File: src/rtl/kts_pkg.sv
// ----------------------------------------------------------------------------
// kts_pkg
// Shared types and constants of the keyframe track sampler.
// ----------------------------------------------------------------------------
`default_nettype none

package kts_pkg;

  localparam logic [1:0] MODE_CLEAR  = 2'd0;
  localparam logic [1:0] MODE_APPEND = 2'd1;
  localparam logic [1:0] MODE_SAMPLE = 2'd2;

  localparam logic [2:0] SRC_ACCEPTED = 3'd0;
  localparam logic [2:0] SRC_DROPPED  = 3'd1;
  localparam logic [2:0] SRC_DEFAULT  = 3'd2;
  localparam logic [2:0] SRC_SINGLE   = 3'd3;
  localparam logic [2:0] SRC_LAST     = 3'd4;
  localparam logic [2:0] SRC_FIRST    = 3'd5;
  localparam logic [2:0] SRC_INTERP   = 3'd6;

  localparam logic       CFG_FRAME_COUNT = 1'b0;
  localparam logic       CFG_TRACK_KIND  = 1'b1;

  localparam logic [31:0] ONE_Q16 = 32'h0001_0000;

  // datapath commands
  typedef struct packed {
    logic        ld_frame;   // capture the sample time of the accepted item
    logic        wr_key;     // write the input key at key_count
    logic        rd_key;     // read entry rd_addr into the data register
    logic        ld_lo;      // copy data register into the lower key register
    logic        ld_out_key; // present data register as the result
    logic        ld_out_def; // present the default value
    logic        ld_out_zero;
    logic        div_start;  // start fraction division from lo and data reg
    logic        mul_start;  // start blend multiplies
    logic        ld_out_mul; // present the blend result
  } kts_cmd_t;

  typedef struct packed {
    logic        div_done;
    logic        mul_done;
    logic        t_lt_data;  // sample time below the data register time
  } kts_sts_t;

endpackage

`default_nettype wire

File: src/rtl/kts_ctrl.sv
// ----------------------------------------------------------------------------
// kts_ctrl
// Controller: accepts items, walks the key table, sequences divide and blend.
// ----------------------------------------------------------------------------
`default_nettype none

module kts_ctrl #(
  parameter int AW = 6,
  parameter int MaxKeys = 64
) (
  input  wire logic              clk_i,
  input  wire logic              rst_ni,
  input  wire logic              in_valid_i,
  output logic                   in_stall_o,
  input  wire logic [1:0]        mode_i,
  input  wire logic [15:0]       sample_frame_i,
  input  wire logic [16:0]       frame_count_i,
  output logic                   out_valid_o,
  input  wire logic              out_stall_i,
  output logic [2:0]             source_o,
  output kts_pkg::kts_cmd_t      cmd_o,
  input  wire kts_pkg::kts_sts_t sts_i,
  output logic [AW-1:0]          wr_addr_o,
  output logic [AW-1:0]          rd_addr_o
);

  localparam logic [2:0] ST_IDLE  = 3'd0;
  localparam logic [2:0] ST_RD    = 3'd1; // data reg holds entry idx
  localparam logic [2:0] ST_CHK   = 3'd2; // read lower entry idx
  localparam logic [2:0] ST_FIN   = 3'd3; // lower entry in data reg
  localparam logic [2:0] ST_DIV   = 3'd4;
  localparam logic [2:0] ST_MUL   = 3'd5;
  localparam logic [2:0] ST_KEY   = 3'd6; // output data reg when read lands
  localparam logic [2:0] ST_OUT   = 3'd7;

  logic [2:0]  st_q;
  logic [AW:0] cnt_q;
  logic [AW:0] idx_q;   // entry being checked
  logic [2:0]  src_q;
  logic        div_run_q;
  logic [AW:0] last_w;
  logic        acc_w;
  logic        last_frame_w;

  assign in_stall_o   = (st_q != ST_IDLE);
  assign out_valid_o  = (st_q == ST_OUT);
  assign source_o     = src_q;
  assign acc_w        = in_valid_i && !in_stall_o;
  assign last_w       = cnt_q - (AW+1)'(1);
  assign wr_addr_o    = cnt_q[AW-1:0];
  assign last_frame_w = frame_count_i != '0 &&
                        {1'b0, sample_frame_i} == frame_count_i - 17'd1;

  always_comb begin
    cmd_o = '0;
    rd_addr_o = idx_q[AW-1:0];
    case (st_q)
      ST_IDLE: begin
        if (acc_w) begin
          cmd_o.ld_frame = 1'b1;
          case (mode_i)
            kts_pkg::MODE_APPEND: begin
              cmd_o.wr_key      = (cnt_q < (AW+1)'(MaxKeys));
              cmd_o.ld_out_zero = 1'b1;
            end
            kts_pkg::MODE_SAMPLE: begin
              if (cnt_q == '0) begin
                cmd_o.ld_out_def = 1'b1;
              end else begin
                // single key or last frame read entry 0 / last; else entry 1
                cmd_o.rd_key = 1'b1;
                if (cnt_q == (AW+1)'(1)) rd_addr_o = '0;
                else if (last_frame_w) rd_addr_o = last_w[AW-1:0];
                else rd_addr_o = (AW)'(1);
              end
            end
            default: cmd_o.ld_out_zero = 1'b1;
          endcase
        end
      end
      ST_RD: begin
        // advance to the next upper candidate
        if (!sts_i.t_lt_data && idx_q != last_w) begin
          cmd_o.rd_key = 1'b1;
          rd_addr_o    = idx_q[AW-1:0] + (AW)'(1);
        end
      end
      ST_CHK: begin
        cmd_o.rd_key = 1'b1;
      end
      ST_FIN: begin
        cmd_o.ld_lo = 1'b1;
        if (sts_i.t_lt_data) begin
          cmd_o.ld_out_key = 1'b1;
        end else begin
          // fetch the upper key again while lo is loaded
          cmd_o.rd_key = 1'b1;
          rd_addr_o    = idx_q[AW-1:0] + (AW)'(1);
        end
      end
      ST_DIV: begin
        if (!div_run_q) cmd_o.div_start = 1'b1;
        else if (sts_i.div_done) cmd_o.mul_start = 1'b1;
      end
      ST_KEY: cmd_o.ld_out_key = 1'b1;
      default: ;
    endcase
  end

  // div_run_q is the sub-phase flag of the DIV state: 0 issue start, 1 wait
  always_ff @(posedge clk_i or negedge rst_ni) begin
    if (!rst_ni) begin
      st_q      <= ST_IDLE;
      cnt_q     <= '0;
      idx_q     <= '0;
      src_q     <= kts_pkg::SRC_ACCEPTED;
      div_run_q <= 1'b0;
    end else begin
      case (st_q)
        ST_IDLE: begin
          if (acc_w) begin
            case (mode_i)
              kts_pkg::MODE_CLEAR: begin
                cnt_q <= '0;
                src_q <= kts_pkg::SRC_ACCEPTED;
                st_q  <= ST_OUT;
              end
              kts_pkg::MODE_APPEND: begin
                if (cnt_q < (AW+1)'(MaxKeys)) begin
                  cnt_q <= cnt_q + (AW+1)'(1);
                  src_q <= kts_pkg::SRC_ACCEPTED;
                end else begin
                  src_q <= kts_pkg::SRC_DROPPED;
                end
                st_q <= ST_OUT;
              end
              kts_pkg::MODE_SAMPLE: begin
                if (cnt_q == '0) begin
                  src_q <= kts_pkg::SRC_DEFAULT; st_q <= ST_OUT;
                end else if (cnt_q == (AW+1)'(1)) begin
                  src_q <= kts_pkg::SRC_SINGLE; st_q <= ST_KEY;
                end else if (last_frame_w) begin
                  src_q <= kts_pkg::SRC_LAST; st_q <= ST_KEY;
                end else begin
                  idx_q <= (AW+1)'(1);
                  st_q  <= ST_RD;
                end
              end
              default: begin
                src_q <= kts_pkg::SRC_ACCEPTED;
                st_q  <= ST_OUT;
              end
            endcase
          end
        end
        ST_RD: begin
          // data reg holds entry idx; bracket found if t < time[idx]
          if (sts_i.t_lt_data) begin
            idx_q <= idx_q - (AW+1)'(1);
            st_q  <= ST_CHK;
          end else if (idx_q == last_w) begin
            src_q <= kts_pkg::SRC_LAST; st_q <= ST_KEY;
          end else begin
            idx_q <= idx_q + (AW+1)'(1);
          end
        end
        ST_CHK: begin
          st_q <= ST_FIN;
        end
        ST_FIN: begin
          // below the lower key only happens for entry 0
          if (sts_i.t_lt_data) begin
            src_q <= kts_pkg::SRC_FIRST;
            st_q  <= ST_OUT;
          end else begin
            src_q <= kts_pkg::SRC_INTERP;
            st_q  <= ST_DIV;
          end
        end
        ST_DIV: begin
          if (!div_run_q) begin
            div_run_q <= 1'b1;
          end else if (sts_i.div_done) begin
            div_run_q <= 1'b0;
            st_q      <= ST_MUL;
          end
        end
        ST_MUL: if (sts_i.mul_done) st_q <= ST_OUT;
        ST_KEY: st_q <= ST_OUT;
        ST_OUT: if (!out_stall_i) st_q <= ST_IDLE;
        default: st_q <= ST_IDLE;
      endcase
    end
  end

endmodule

`default_nettype wire

File: config.mk
export PLATFORM = sky130hd
export DESIGN_NAME = kts_ctrl
export DESIGN_NICKNAME = d
export VERILOG_FILES = /design/src/rtl/kts_pkg.sv /design/src/rtl/kts_ctrl.sv
export SDC_FILE = /design/constraint.sdc
export NUM_CORES = 1
export LEC_CHECK = 0
export ABC_AREA = 1
export BUFFER_PORTS_ARGS = -buffer_cell sky130_fd_sc_hd__buf_2
export CAP_MARGIN = 20
export CELL_PAD_IN_SITES_DETAIL_PLACEMENT = 1
export CELL_PAD_IN_SITES_GLOBAL_PLACEMENT = 2
export CORE_ASPECT_RATIO = 1.25
export CORE_MARGIN = 2
export CORE_UTILIZATION = 31
export DETAILED_ROUTE_END_ITERATION = 8
export GPL_TIMING_DRIVEN = 0
export PLACE_DENSITY = 0.92
export SLEW_MARGIN = 40
export SYNTH_ARGS = -nofsm -noshare
export SYNTH_HDL_FRONTEND = slang
export SYNTH_SLANG_ARGS = --single-unit
File: constraint.sdc
create_clock -name clk_i -period 4.71 [get_ports clk_i]
set_input_delay 0.942 -clock clk_i [delete_from_list [all_inputs] [get_ports clk_i]]
set_output_delay 0.942 -clock clk_i [all_outputs]
set_load 0.02 [all_outputs]
## Word-level counts from Yosys, hierarchy flattened

Cells that the tools add are included.

| storage, ports and cells | value |
|---|---|
| input bits | 42 |
| register bits after elaboration | 21 |

| cells by class | value |
|---|---|
| $lt $le $gt $ge | 1 |
| multiplexer cells | 63 |
| $add $sub $neg | 6 |
| equality and inequality tests | 28 |
| reduce and logical (&&, ||, !) cells | 17 |

Operator list:

| operator | count |
|---|---|
| $mux W7 | 8 |
| $mux W3 | 18 |
| $mux W6 | 7 |
| $pmux W7 S2 | 2 |
| $pmux W3 S8 | 1 |
| $ne A2 B2 Y1 const B | 11 |
| $pmux W6 S3 | 1 |
| $eq A16 B17 Y1 | 1 |
| $reduce_bool A17 Y1 | 1 |
| $sub A17 B1 Y17 const B | 1 |
| $mux W1 | 16 |
| $add A7 B1 Y7 const B | 2 |
| $sub A7 B1 Y7 const B | 2 |
| $eq A3 B3 Y1 const B | 4 |
| $mux W2 | 6 |
| $pmux W3 S3 | 1 |
| $eq A7 B1 Y1 const B | 1 |
| $eq A7 B7 Y1 | 1 |
| $logic_not A7 Y1 | 1 |
| $lt A7 B7 Y1 const B | 1 |
| $ne A7 B7 Y1 | 1 |
| $reduce_and A7 Y1 | 1 |
| $add A6 B1 Y6 const B | 1 |
| $eq A3 B2 Y1 const B | 2 |
| other kinds (18) | 24 |

## Longest topological paths before layout

Gate-level depths: netlist of the first run.

| logic depth | value |
|---|---|
| depth in word-level cells | 9 |
| depth in mapped cells | 17 |

## Worst setup path before layout of the first run

OpenSTA, ideal clock, no wires.

| timing path | value |
|---|---|
| path kind | in2out |
| from | in frame_count_i[0] |
| to | out rd_addr_o[4] |
| data arrival time | 2.615 ns |
| stages on the path | 13 |
| setup slack | 1.153 ns |
| cell sequence | inv_1 -> ha_1 -> inv_1 -> nor2_1 -> nand2_1 -> nand3_1 -> nand3_1 -> nand3b_1 -> nor2_4 -> nand3_1 -> nand2_1 -> nand2_1 -> a21oi_1 |

| between the ends | value |
|---|---|
| word-level cells in the longest chain between the ends | 9 |
| elaborated cells between the ends (all ways) | 10 |
| those cells by class | add/sub (1); eq/ne (1); mux (6); reduce/logical (2) |

RTL lines:

| element | line | RTL |
|---|---|---|
| start: declaration | kts_ctrl.sv:17 | `input wire logic [16:0] frame_count_i,` |
| $sub A17 B1 Y17 | kts_ctrl.sv:52 | `{1'b0, sample_frame_i} == frame_count_i - 17'd1;` |
| $eq A16 B17 Y1 | kts_ctrl.sv:52 |  |
| $logic_and A1 B1 Y1 * | kts_ctrl.sv:51 | `assign last_frame_w = frame_count_i != '0 &&` |
| $mux W6 * | kts_ctrl.sv:73 | `else if (last_frame_w) rd_addr_o = last_w[AW-1:0];` |
| $mux W6 * | kts_ctrl.sv:72 | `if (cnt_q == (AW+1)'(1)) rd_addr_o = '0;` |
| $mux W6 * | kts_ctrl.sv:67 | `if (cnt_q == '0) begin` |
| $mux W6 * | kts_ctrl.sv:61 | `case (mode_i)` |
| $mux W6 * | kts_ctrl.sv:59 | `if (acc_w) begin` |
| $pmux W6 S3 * | kts_ctrl.sv:57 | `case (st_q)` |
| end: declaration | kts_ctrl.sv:24 | `output logic [AW-1:0] rd_addr_o` |

Every way passes the cells marked *; elsewhere a longest branch is shown, timed or not.

## Worst setup path in the final report of the first run

Same ends and word-level chain as after synthesis.

==> reports/results.txt, run 1 <==
Slew margin rel.: 60.5%
Detailed Route Iter0 Violations: 90
Crit share post-route: 84.5%
# rows: 41
Crit path launch: frame_count_i[0]
Layout cells sized above 1: 19.6%
Reg area: 526 µm²
Vias/cell: 4.94
Die Y: 118 µm
Status: complete, no violations
Die ar.: 11200 µm²
Overall Power: 1.90 mW
GP Congestion: 0.854
Drt drc: 0
CP Capture Type: primary output
Core ar.: 10100 µm²
Ys Warns: 0
Max clock buf depth: 2
Largest net degree at the start of global routing: 22
Critical Path RT: 3.77 ns
Count of input and output buffers: 67
Synthesized area: 3220 µm²
Sinks on Clock Net: 21
Drt first pass iters: 4
Routed Antenna Nets: 0
GRT overflow: 0
Clock latency on the worst-skew pair: 0.26 ns
Period minus WS final: 3.98 ns
HPWL after DPL: 8940 µm
Layout Skew: 0.00307 ns
CTS tree: yes
Area growth syn-to-layout: 17.9%
Setup Total Neg Slack: 0 ns
Startpoint Class: input port
Initial Utilization: 31.9%
Power density cells: 500 nW/µm²
Fmax: 251 MHz
Slew Limit Fails: 0
Clk slew on worst S/H paths: 0.06 ns
Min-delay worst type: reg -> reg
Met2 usage: 37.6%
R2R Setup Slk: 2.16 ns
Reg2Reg Capture Point: st_q[1]
Vias in the first global route: 3985
Worst Path Max Fanout: 5
Die width: 95.2 µm
Nets: 681
Unrepaired setup endpoints after global routing: no
H-Tree Depth: 1
Sequential cell area fraction in the yosys report: 16.3%
Leak pwr: 2.03 nW
Post-CTS resize count: 0
Vias: 3710
Worst slew pin tran: 0.587 ns
Fillers: 1398
Ys async rst share: 100%
Post-Syn Instances: 551
Busiest grt layer: met2
Number of flops mapped to enable cells by yosys: 0
Worst EP arrival: 3.04 ns
Max IR drop VDD: 0.136 mV
Area occupied by multi-input gates: 2330 µm²
Drt total wl: 10400 µm
Synth cell types: 44
Met1 Use GR: 21.9%
Critical path endpoint: rd_addr_o[4]
Syn avg cell area: 5.85 µm²
Total track usage: 19.6%
WL/cell: 13.9 µm
Number of buffers added by the clock tree synthesis step: 3
Antenna violations before repair: 0
Max Cap Viol: 0
First-pass GRT wire length: 17800 µm
Number of post-CTS setup repair buffers: 0
Ant diodes: 0
Syn_nets: 609
Hold Buf Count CTS: 0
Top_reg_cell synth: dfrtp_1
Crit Reg-Reg Startpoint: cnt_q[0]
Met3 usage in global routing: 1.73%
Setup-failing EPs final: 0
CTS root buf: clkbuf_16
R2R depth: 16
Final hold vios: 0
Ports: 69
Setup CP Type: in -> out
Post-synthesis register bit count: 21
==> logic make-up (layout without fill, tap and decap cells) <==
logic type / count (synthesis) / count (layout) / share of synthesized area [%]
compound gates: 65 / 65 / 12.2
xor+xnor: 24 / 24 / 6.52
fa+ha+maj: 16 / 16 / 6.44
buf+inv: 89 / 160 / 11.3
flops: 21 / 21 / 16.3
other cells: 1 / 1 / 0.116
simple gates: 335 / 335 / 47.2
==> layer usage <==
metal	wire [µm]	vias up	share of wire, %
li1	-	1879	-
met1	4260	1745	41
met2	5660	69	54
met3	301	17	2.9
met4	202	0	1.9
met5	0	-	0
==> how the worst min path moves through the flow <==
stage                      startpoint     endpoint  slack (ns)  cells after the start
after global routing      source_o[2]  source_o[2]        0.52                      2
after detailed placement  source_o[2]  source_o[2]        0.47                      2
final                     source_o[2]  source_o[2]        0.49                      2
after floorplan             div_run_q    div_run_q        0.54                      2
after CTS                 source_o[2]  source_o[2]        0.50                      2
after global placement    source_o[2]  source_o[2]        0.46                      2
==> through the flow <==
stage / hold slack (ns) / setup slack (ns) / utilization [%] / cell area, µm² / cells
after floorplan: 0.540 / 1.15 / - / 3220 / 551
after global placement: 0.460 / 0.789 / 36.8 / 3720 / 747
after detailed placement: 0.473 / 0.712 / 36.8 / 3720 / 747
after CTS: 0.500 / 0.710 / 37.6 / 3800 / 751
after global routing: 0.525 / 0.487 / 37.6 / 3800 / 751
final: 0.488 / 0.729 / 37.6 / 3800 / 751
==> cells in the final DEF, fill, tap and decap left out, drive strengths merged, types with 2 or more instances in the layout <==
| cell type | count |
|---|---|
| o21bai | 2 |
| clkbuf | 4 |
| o22ai | 3 |
| inv | 78 |
| nand4 | 7 |
| nor3 | 7 |
| nand3b | 4 |
| nand2 | 184 |
| dfrtp | 21 |
| nor2 | 84 |
| a21oi | 18 |
| o21ai | 29 |
| a31oi | 4 |
| nand3 | 46 |
| ha | 15 |
| xor2 | 15 |
| xnor2 | 9 |
| buf | 77 |
==> sequential cells by signal (all words and copies together), names as in the netlist <==
name / flops
idx_q: 7
div_run_q: 1
source_o: 3
st_q: 3
cnt_q: 7
==> critical path, stage by stage <==
cell and delay, ns:
buf_2 0.10, inv_1 0.10, ha_1 0.31, inv_1 0.13, nor2_1 0.13, nand2_1 0.09, nand3_1 0.12, nand3_1 0.08
nand3b_1 0.21, nor2_4 0.21, nand3_1 0.10, nand2_1 0.07, nand2_1 0.05, a21oi_1 0.19, buf_2 0.20
==> synth_stat cells (all sizes together) (2+ instances only) <==
library cell	number	share of area, %
nand2	184	23
nor2	84	12
inv	78	9.1
nand3	46	8.1
o21ai	29	5.3
dfrtp	21	16
a21oi	18	2.8
ha	15	5.8
xor2	15	4.1
buf	10	2.1
xnor2	9	2.4
nand4	7	1.6
nor3	7	1.1
a31oi	4	0.78
nand3b	4	0.93
o22ai	3	0.58
o21bai	2	0.47
==> report_power, final <==
group / internal [mW] / leakage (nW) / switching (mW) / total [mW]
clock network: 0.115 / 0.0409 / 0.0764 / 0.191
logic: 0.469 / 1.73 / 0.851 / 1.32
registers: 0.260 / 0.258 / 0.127 / 0.387
total: 0.844 / 2.03 / 1.05 / 1.90
==> cell type report <==
cell class                 instances  share of cell area, %
timing repair buffer              67                   8.82
clock buffer                       3                   1.98
clock inverter                     1                  0.132
inverter                          78                   7.70
tap                              129                   4.25
buffer                            11                   1.88
sequential                        21                   13.8
multi-input combinational        441                   61.4
No activity file was read; power rests on OpenSTA's default activity.
==> run 2: changes to the inputs <==
CORE_UTILIZATION = 29   (was 31)
PLACE_DENSITY = 0.87   (was 0.92)
clock period = 4.1 ns   (was 4.71 ns; I/O delays follow)
==> reports/results.txt, run 2 (synthesis gave the netlist of run 1 again) <==
Die width: 98.3 µm
Final hold vios: 0
Reg power frac: 20.2%
Routed Antenna Nets: 0
Layout cells sized above 1: 19.6%
Clk slew on worst S/H paths: 0.07 ns
Post-CTS resize count: 0
Antenna violations before repair: 0
P_int: 0.969 mW
Critical Path RT: 3.28 ns
Setup CP Type: in -> out
Sinks on Clock Net: 21
# rows: 43
Vias in the first global route: 3980
Status: complete, no violations
Hold Buf Count CTS: 0
Most common cell after layout, fill and taps aside: nand2_1
Drt total wl: 10500 µm
Area growth syn-to-layout: 18.1%
GRT overflow: 0
Fmax: 267 MHz
Biggest regs: cnt_q x7, idx_q x7
Drt drc: 0
Worst slew pin tran: 0.580 ns
CTS tree: yes
Gate power share: 69.7%
Ant diodes: 0
Largest net degree at the start of global routing: 22
Clock latency on the worst-skew pair: 0.26 ns
Nets: 681
Period minus WS final: 3.74 ns
Leak pwr: 2.03 nW
Buf+Inv Stages, Crit Path: 4
WL/cell: 13.9 µm
CP cell instances: buf_2, inv_1, ha_1, inv_1, nor2_1, nand2_1, nand3_1, nand3_1, nand3b_1, nor2_4, nand3_1, nand2_1, nand2_1, a21oi_1, buf_2
Setup Total Neg Slack: 0 ns
Layout Skew: 0.00426 ns
Startpoint Class: input port
Crit share post-route: 91.3%
Hold_ws: 0.513 ns
H-Tree Depth: 1
Unrepaired setup endpoints after global routing: no
Count of input and output buffers: 67
Max IR drop VDD: 0.154 mV
First-pass GRT wire length: 18300 µm
Initial Utilization: 29.4%
GP Congestion: 0.879
Clock network power share: 10.1%
Net Sw Power: 1.21 mW
Reg area: 526 µm²
Core ar.: 11000 µm²
Slew margin rel.: 61.0%
Detailed Route Iter0 Violations: 77
Switching Fraction: 55.6%
Fillers: 1537
CTS root buf: clkbuf_16
Setup-failing EPs final: 0
Die ar.: 12000 µm²
Vias: 3729
Max Cap Viol: 0
Slowest cell delay on critical path: 0.31 ns
Drt first pass iters: 4
Top cell family by delay on the critical path: simple AND/OR/NAND/NOR gates
CP Capture Type: primary output
Number of post-CTS setup repair buffers: 0
Worst EP arrival: 2.92 ns
Die Y: 122 µm
Area occupied by multi-input gates: 2330 µm²
Power density cells: 573 nW/µm²
Worst Path Max Fanout: 5
Slew Limit Fails: 0
Total track usage: 18.4%
Number of buffers added by the clock tree synthesis step: 3
Most frequent cells in the layout: 170 x nand2_1, 75 x inv_1, 72 x nor2_1
HPWL after DPL: 9050 µm
Min-delay worst type: reg -> reg
Max clock buf depth: 2
Ports: 69
CP max stage cell: ha_1
Final design utilization: 34.7%
Vias/cell: 4.93
[run 2: cell counts in the layout (fill, tap and decap cells not counted)]
No cell type changed its count.
[run 2: final cells by class]
cell class                 instances  area share [%]
multi-input combinational        441            61.3
sequential                        21            13.8
timing repair buffer              67            8.81
inverter                          78            7.69
tap                              135            4.44
clock buffer                       3            1.97
buffer                            11            1.87
clock inverter                     1           0.131
[run 2: worst reg2reg max path: stages, from the launching register on]
cell and delay, ns:
dfrtp_1 0.53, inv_1 0.22, ha_1 0.34, inv_1 0.08, nand2_1 0.07, nand4_1 0.08
nor2_1 0.11, nand2_1 0.07, nor2_1 0.15, nand2_1 0.15, nand2_2 0.16, nand4_2 0.16
nor2_1 0.13, nand3_1 0.07, nand2_1 0.06, inv_1 0.04
[run 2: through the flow]
step	power, mW	area (µm²)	setup WS, ns	std cells
detailed placement	1.98	3730	0.342	753
global placement	1.93	3730	0.404	753
global route	2.44	3810	0.0175	757
CTS	2.22	3810	0.333	757
finish	2.18	3810	0.355	757
floorplan	1.54	3220	0.787	551
[run 2: power groups by stage]
stage          Clock, mW  Sequential [mW]  Combinational, mW
2_1_floorplan          0            0.416               1.12
3_3_place_gp           0            0.444               1.49
3_5_place_dp           0            0.446               1.54
4_1_cts            0.228            0.443               1.55
5_1_grt            0.232            0.461               1.75
6_report           0.220            0.440               1.52
[run 2: routing by layer]
layer  global-route usage (%)  part of all wire (%)  vias up
li1                         -                     -     1881
met1                     20.4                    41     1770
met2                     36.1                    54       59
met3                     2.01                   3.0       19
met4                     6.25                   2.7        0
met5                        0                     0        -
[run 2: final timing paths]
check,slack [ns],to,cells after the start,startpoint
worst max-delay path,0.36,rd_addr_o[4],15,frame_count_i[0]
worst min-delay path,0.51,source_o[2],2,source_o[2]
worst max register to register,1.57,st_q[2],15,cnt_q[0]
worst min register to register,0.51,source_o[2],2,source_o[2]
max in group asynchronous,3.20,idx_q[0],1,rst_ni
min in group asynchronous,0.54,idx_q[3],1,rst_ni
==> run 3: changes to the inputs <==
ABC_AREA = default   (was 1)
CORE_UTILIZATION = 31   (was 29)
PLACE_DENSITY = 0.85   (was 0.87)
==> reports/results.txt, run 3 <==
Mux share of post-synthesis cell area: 2.31%
Setup Total Neg Slack: 0 ns
Final hold vios: 0
Ys async rst share: 100%
Ports: 69
Antenna violations before repair: 0
Core ar.: 8750 µm²
Period minus WS final: 3.99 ns
Drt drc: 0
Synthesized-area fraction occupied by adder cells: 7.36%
Vias/cell: 5.37
Startpoint Class: input port
Compound-Gate Fraction of Synth Area: 26.7%
HPWL after DPL: 7290 µm
Slew Limit Fails: 0
Most frequent cells in the layout: 62 x buf_2, 43 x nor2_1, 28 x nand2_1
Syn_nets: 419
Worst slew pin tran: 0.779 ns
Critical Path RT: 3.28 ns
Synth cell count leaders: 43 x nor2_1, 28 x nand2_1, 21 x dfrtp_1
Fmax: 251 MHz
Cells after DPL: 547
Leak pwr: 1.57 nW
Detailed Route Iter0 Violations: 78
Sequential cell area fraction in the yosys report: 18.6%
Hold_ws: 0.529 ns
Post-Syn Instances: 361
Nets: 496
Status: complete, no violations
R2R Setup Slk: 1.00 ns
Die Y: 111 µm
Largest net degree at the start of global routing: 22
Min-delay worst type: in -> async
Crit Reg-Reg Startpoint: cnt_q[0]
# rows: 38
Vias: 2989
Drt total wl: 9320 µm
Ys Warns: 0
CTS tree: yes
Biggest regs: cnt_q x7, idx_q x7
Layout cells sized above 1: 29.3%
GRT overflow: 0
Xor/xnor share of the synthesized area: 12.5%
Max clock buf depth: 2
Number of buffers added by the clock tree synthesis step: 3
Clk slew on worst S/H paths: 0.09 ns
Synth cell types: 69
CTS root buf: clkbuf_8
Max Cap Viol: 0
GP Congestion: 0.854
H-Tree Depth: 1
Drt first pass iters: 4
Area growth syn-to-layout: 26.3%
Die ar.: 9890 µm²
Top_reg_cell synth: dfrtp_1
Worst Path Max Fanout: 7
First-pass GRT wire length: 14800 µm
Setup-failing EPs final: 0
Syn avg cell area: 7.82 µm²
Top-count cell post-synth: nor2_1
Clock latency on the worst-skew pair: 0.27 ns
CP Capture Type: primary output
Ant diodes: 0
Number of flops mapped to enable cells by yosys: 0
Total track usage: 18.6%
Crit share post-route: 97.4%
Post-Synth Simple-Gate Area: 25.3%
Most common cell after layout, fill and taps aside: buf_2
Area leader, netlist: dfrtp_1
Setup CP Type: in -> out
Reg2Reg Capture Point: source_o[2]
Worst EP arrival: 3.17 ns
Layout Skew: 0.00166 ns
Post-synthesis register bit count: 21
Slew margin rel.: 47.9%
R2R depth: 11
Count of input and output buffers: 66
Final Non-Filler Cells: 557
Critical path endpoint: rd_addr_o[3]
Final design utilization: 40.7%
Hold Buf Count CTS: 0
Sinks on Clock Net: 21
Power density cells: 484 nW/µm²
Max IR drop VDD: 0.344 mV
Main combinational cell family by area after synthesis: compound AO/OA/AOI/OAI gates
Share of the synthesized area in the top cell type: 18.6%
Routed Antenna Nets: 0
Vias in the first global route: 3119
Unrepaired setup endpoints after global routing: no
Die width: 89.3 µm
Top cells by area, synth: dfrtp_1 19%, ha_1 6.7%, xor2_1 6.2%
Crit path launch: frame_count_i[0]
Synthesized area: 2820 µm²
Initial Utilization: 32.3%
WL/cell: 16.7 µm
-- run 3: how the worst min path moves through the flow --
stage | end | slack [ns] | cells past startpoint
floorplan | div_run_q | 0.48 | 2
finish | idx_q[5] | 0.53 | 1
global route | source_o[0] | 0.55 | 1
CTS | idx_q[5] | 0.54 | 1
detailed placement | source_o[1] | 0.51 | 1
global placement | div_run_q | 0.50 | 2
-- run 3: layout make-up --
type	count	area, µm²
multi-input combinational	298	2240
fill	1136	5180
inverter	20	75.1
clock inverter	1	5.00
buffer	19	120
sequential	21	529
tap	120	150
timing repair buffer	75	408
clock buffer	3	41.3
-- run 3: per-stage QoR --
stage | cell area [µm²] | worst slack [ns] | power [mW]
after floorplan | 2820 | 0.104 | 1.19
after global placement | 3300 | -0.433 | 1.48
after detailed placement | 3310 | -0.467 | 1.51
after CTS | 3430 | 0.00109 | 1.68
after global routing | 3560 | 0.000396 | 1.87
final | 3560 | 0.108 | 1.72
-- run 3: cells by family (layout without fill, tap and decap cells) --
family	Yosys count	in the layout
simple gates	138	138
compound gates	101	101
buf+inv	42	118
xor+xnor	37	37
flops	21	21
fa+ha+maj	16	16
mux	5	5
other cells	1	1
-- run 3: critical path, cell delays in order --
cell      delay (ns)
buf_4           0.14
inv_2           0.08
ha_4            0.13
buf_6           0.11
or3b_4          0.42
nor2_4          0.15
a31oi_4         0.12
nor3_2          0.18
nor3b_2         0.20
o2111a_1        0.25
nand3_4         0.13
o211ai_1        0.26
buf_4           0.19
-- run 3: where the power goes --
part	total (mW)	switching, mW	internal (mW)	leakage, nW
Combinational	1.20	0.709	0.495	1.28
Sequential	0.370	0.0910	0.279	0.268
Clock	0.150	0.0819	0.0680	0.0255
Total	1.72	0.882	0.842	1.57
-- run 3: layer usage --
| layer | share of wire, % | global-route usage, % | up-vias |
|---|---|---|---|
| met5 | 0 | 0 | - |
| met4 | 0.64 | 4.58 | 0 |
| met3 | 3.0 | 1.41 | 4 |
| met2 | 55 | 34.2 | 59 |
| met1 | 42 | 22.6 | 1464 |
| li1 | - | - | 1462 |
-- run 3: timing repair --
| item | 4_1_cts | 5_1_grt |
|---|---|---|
| pin swaps | 5 | 10 |
| buffers inserted | 3 | 6 |
| setup endpoints to repair | 6 | 6 |
| gates resized for setup | 12 | 30 |
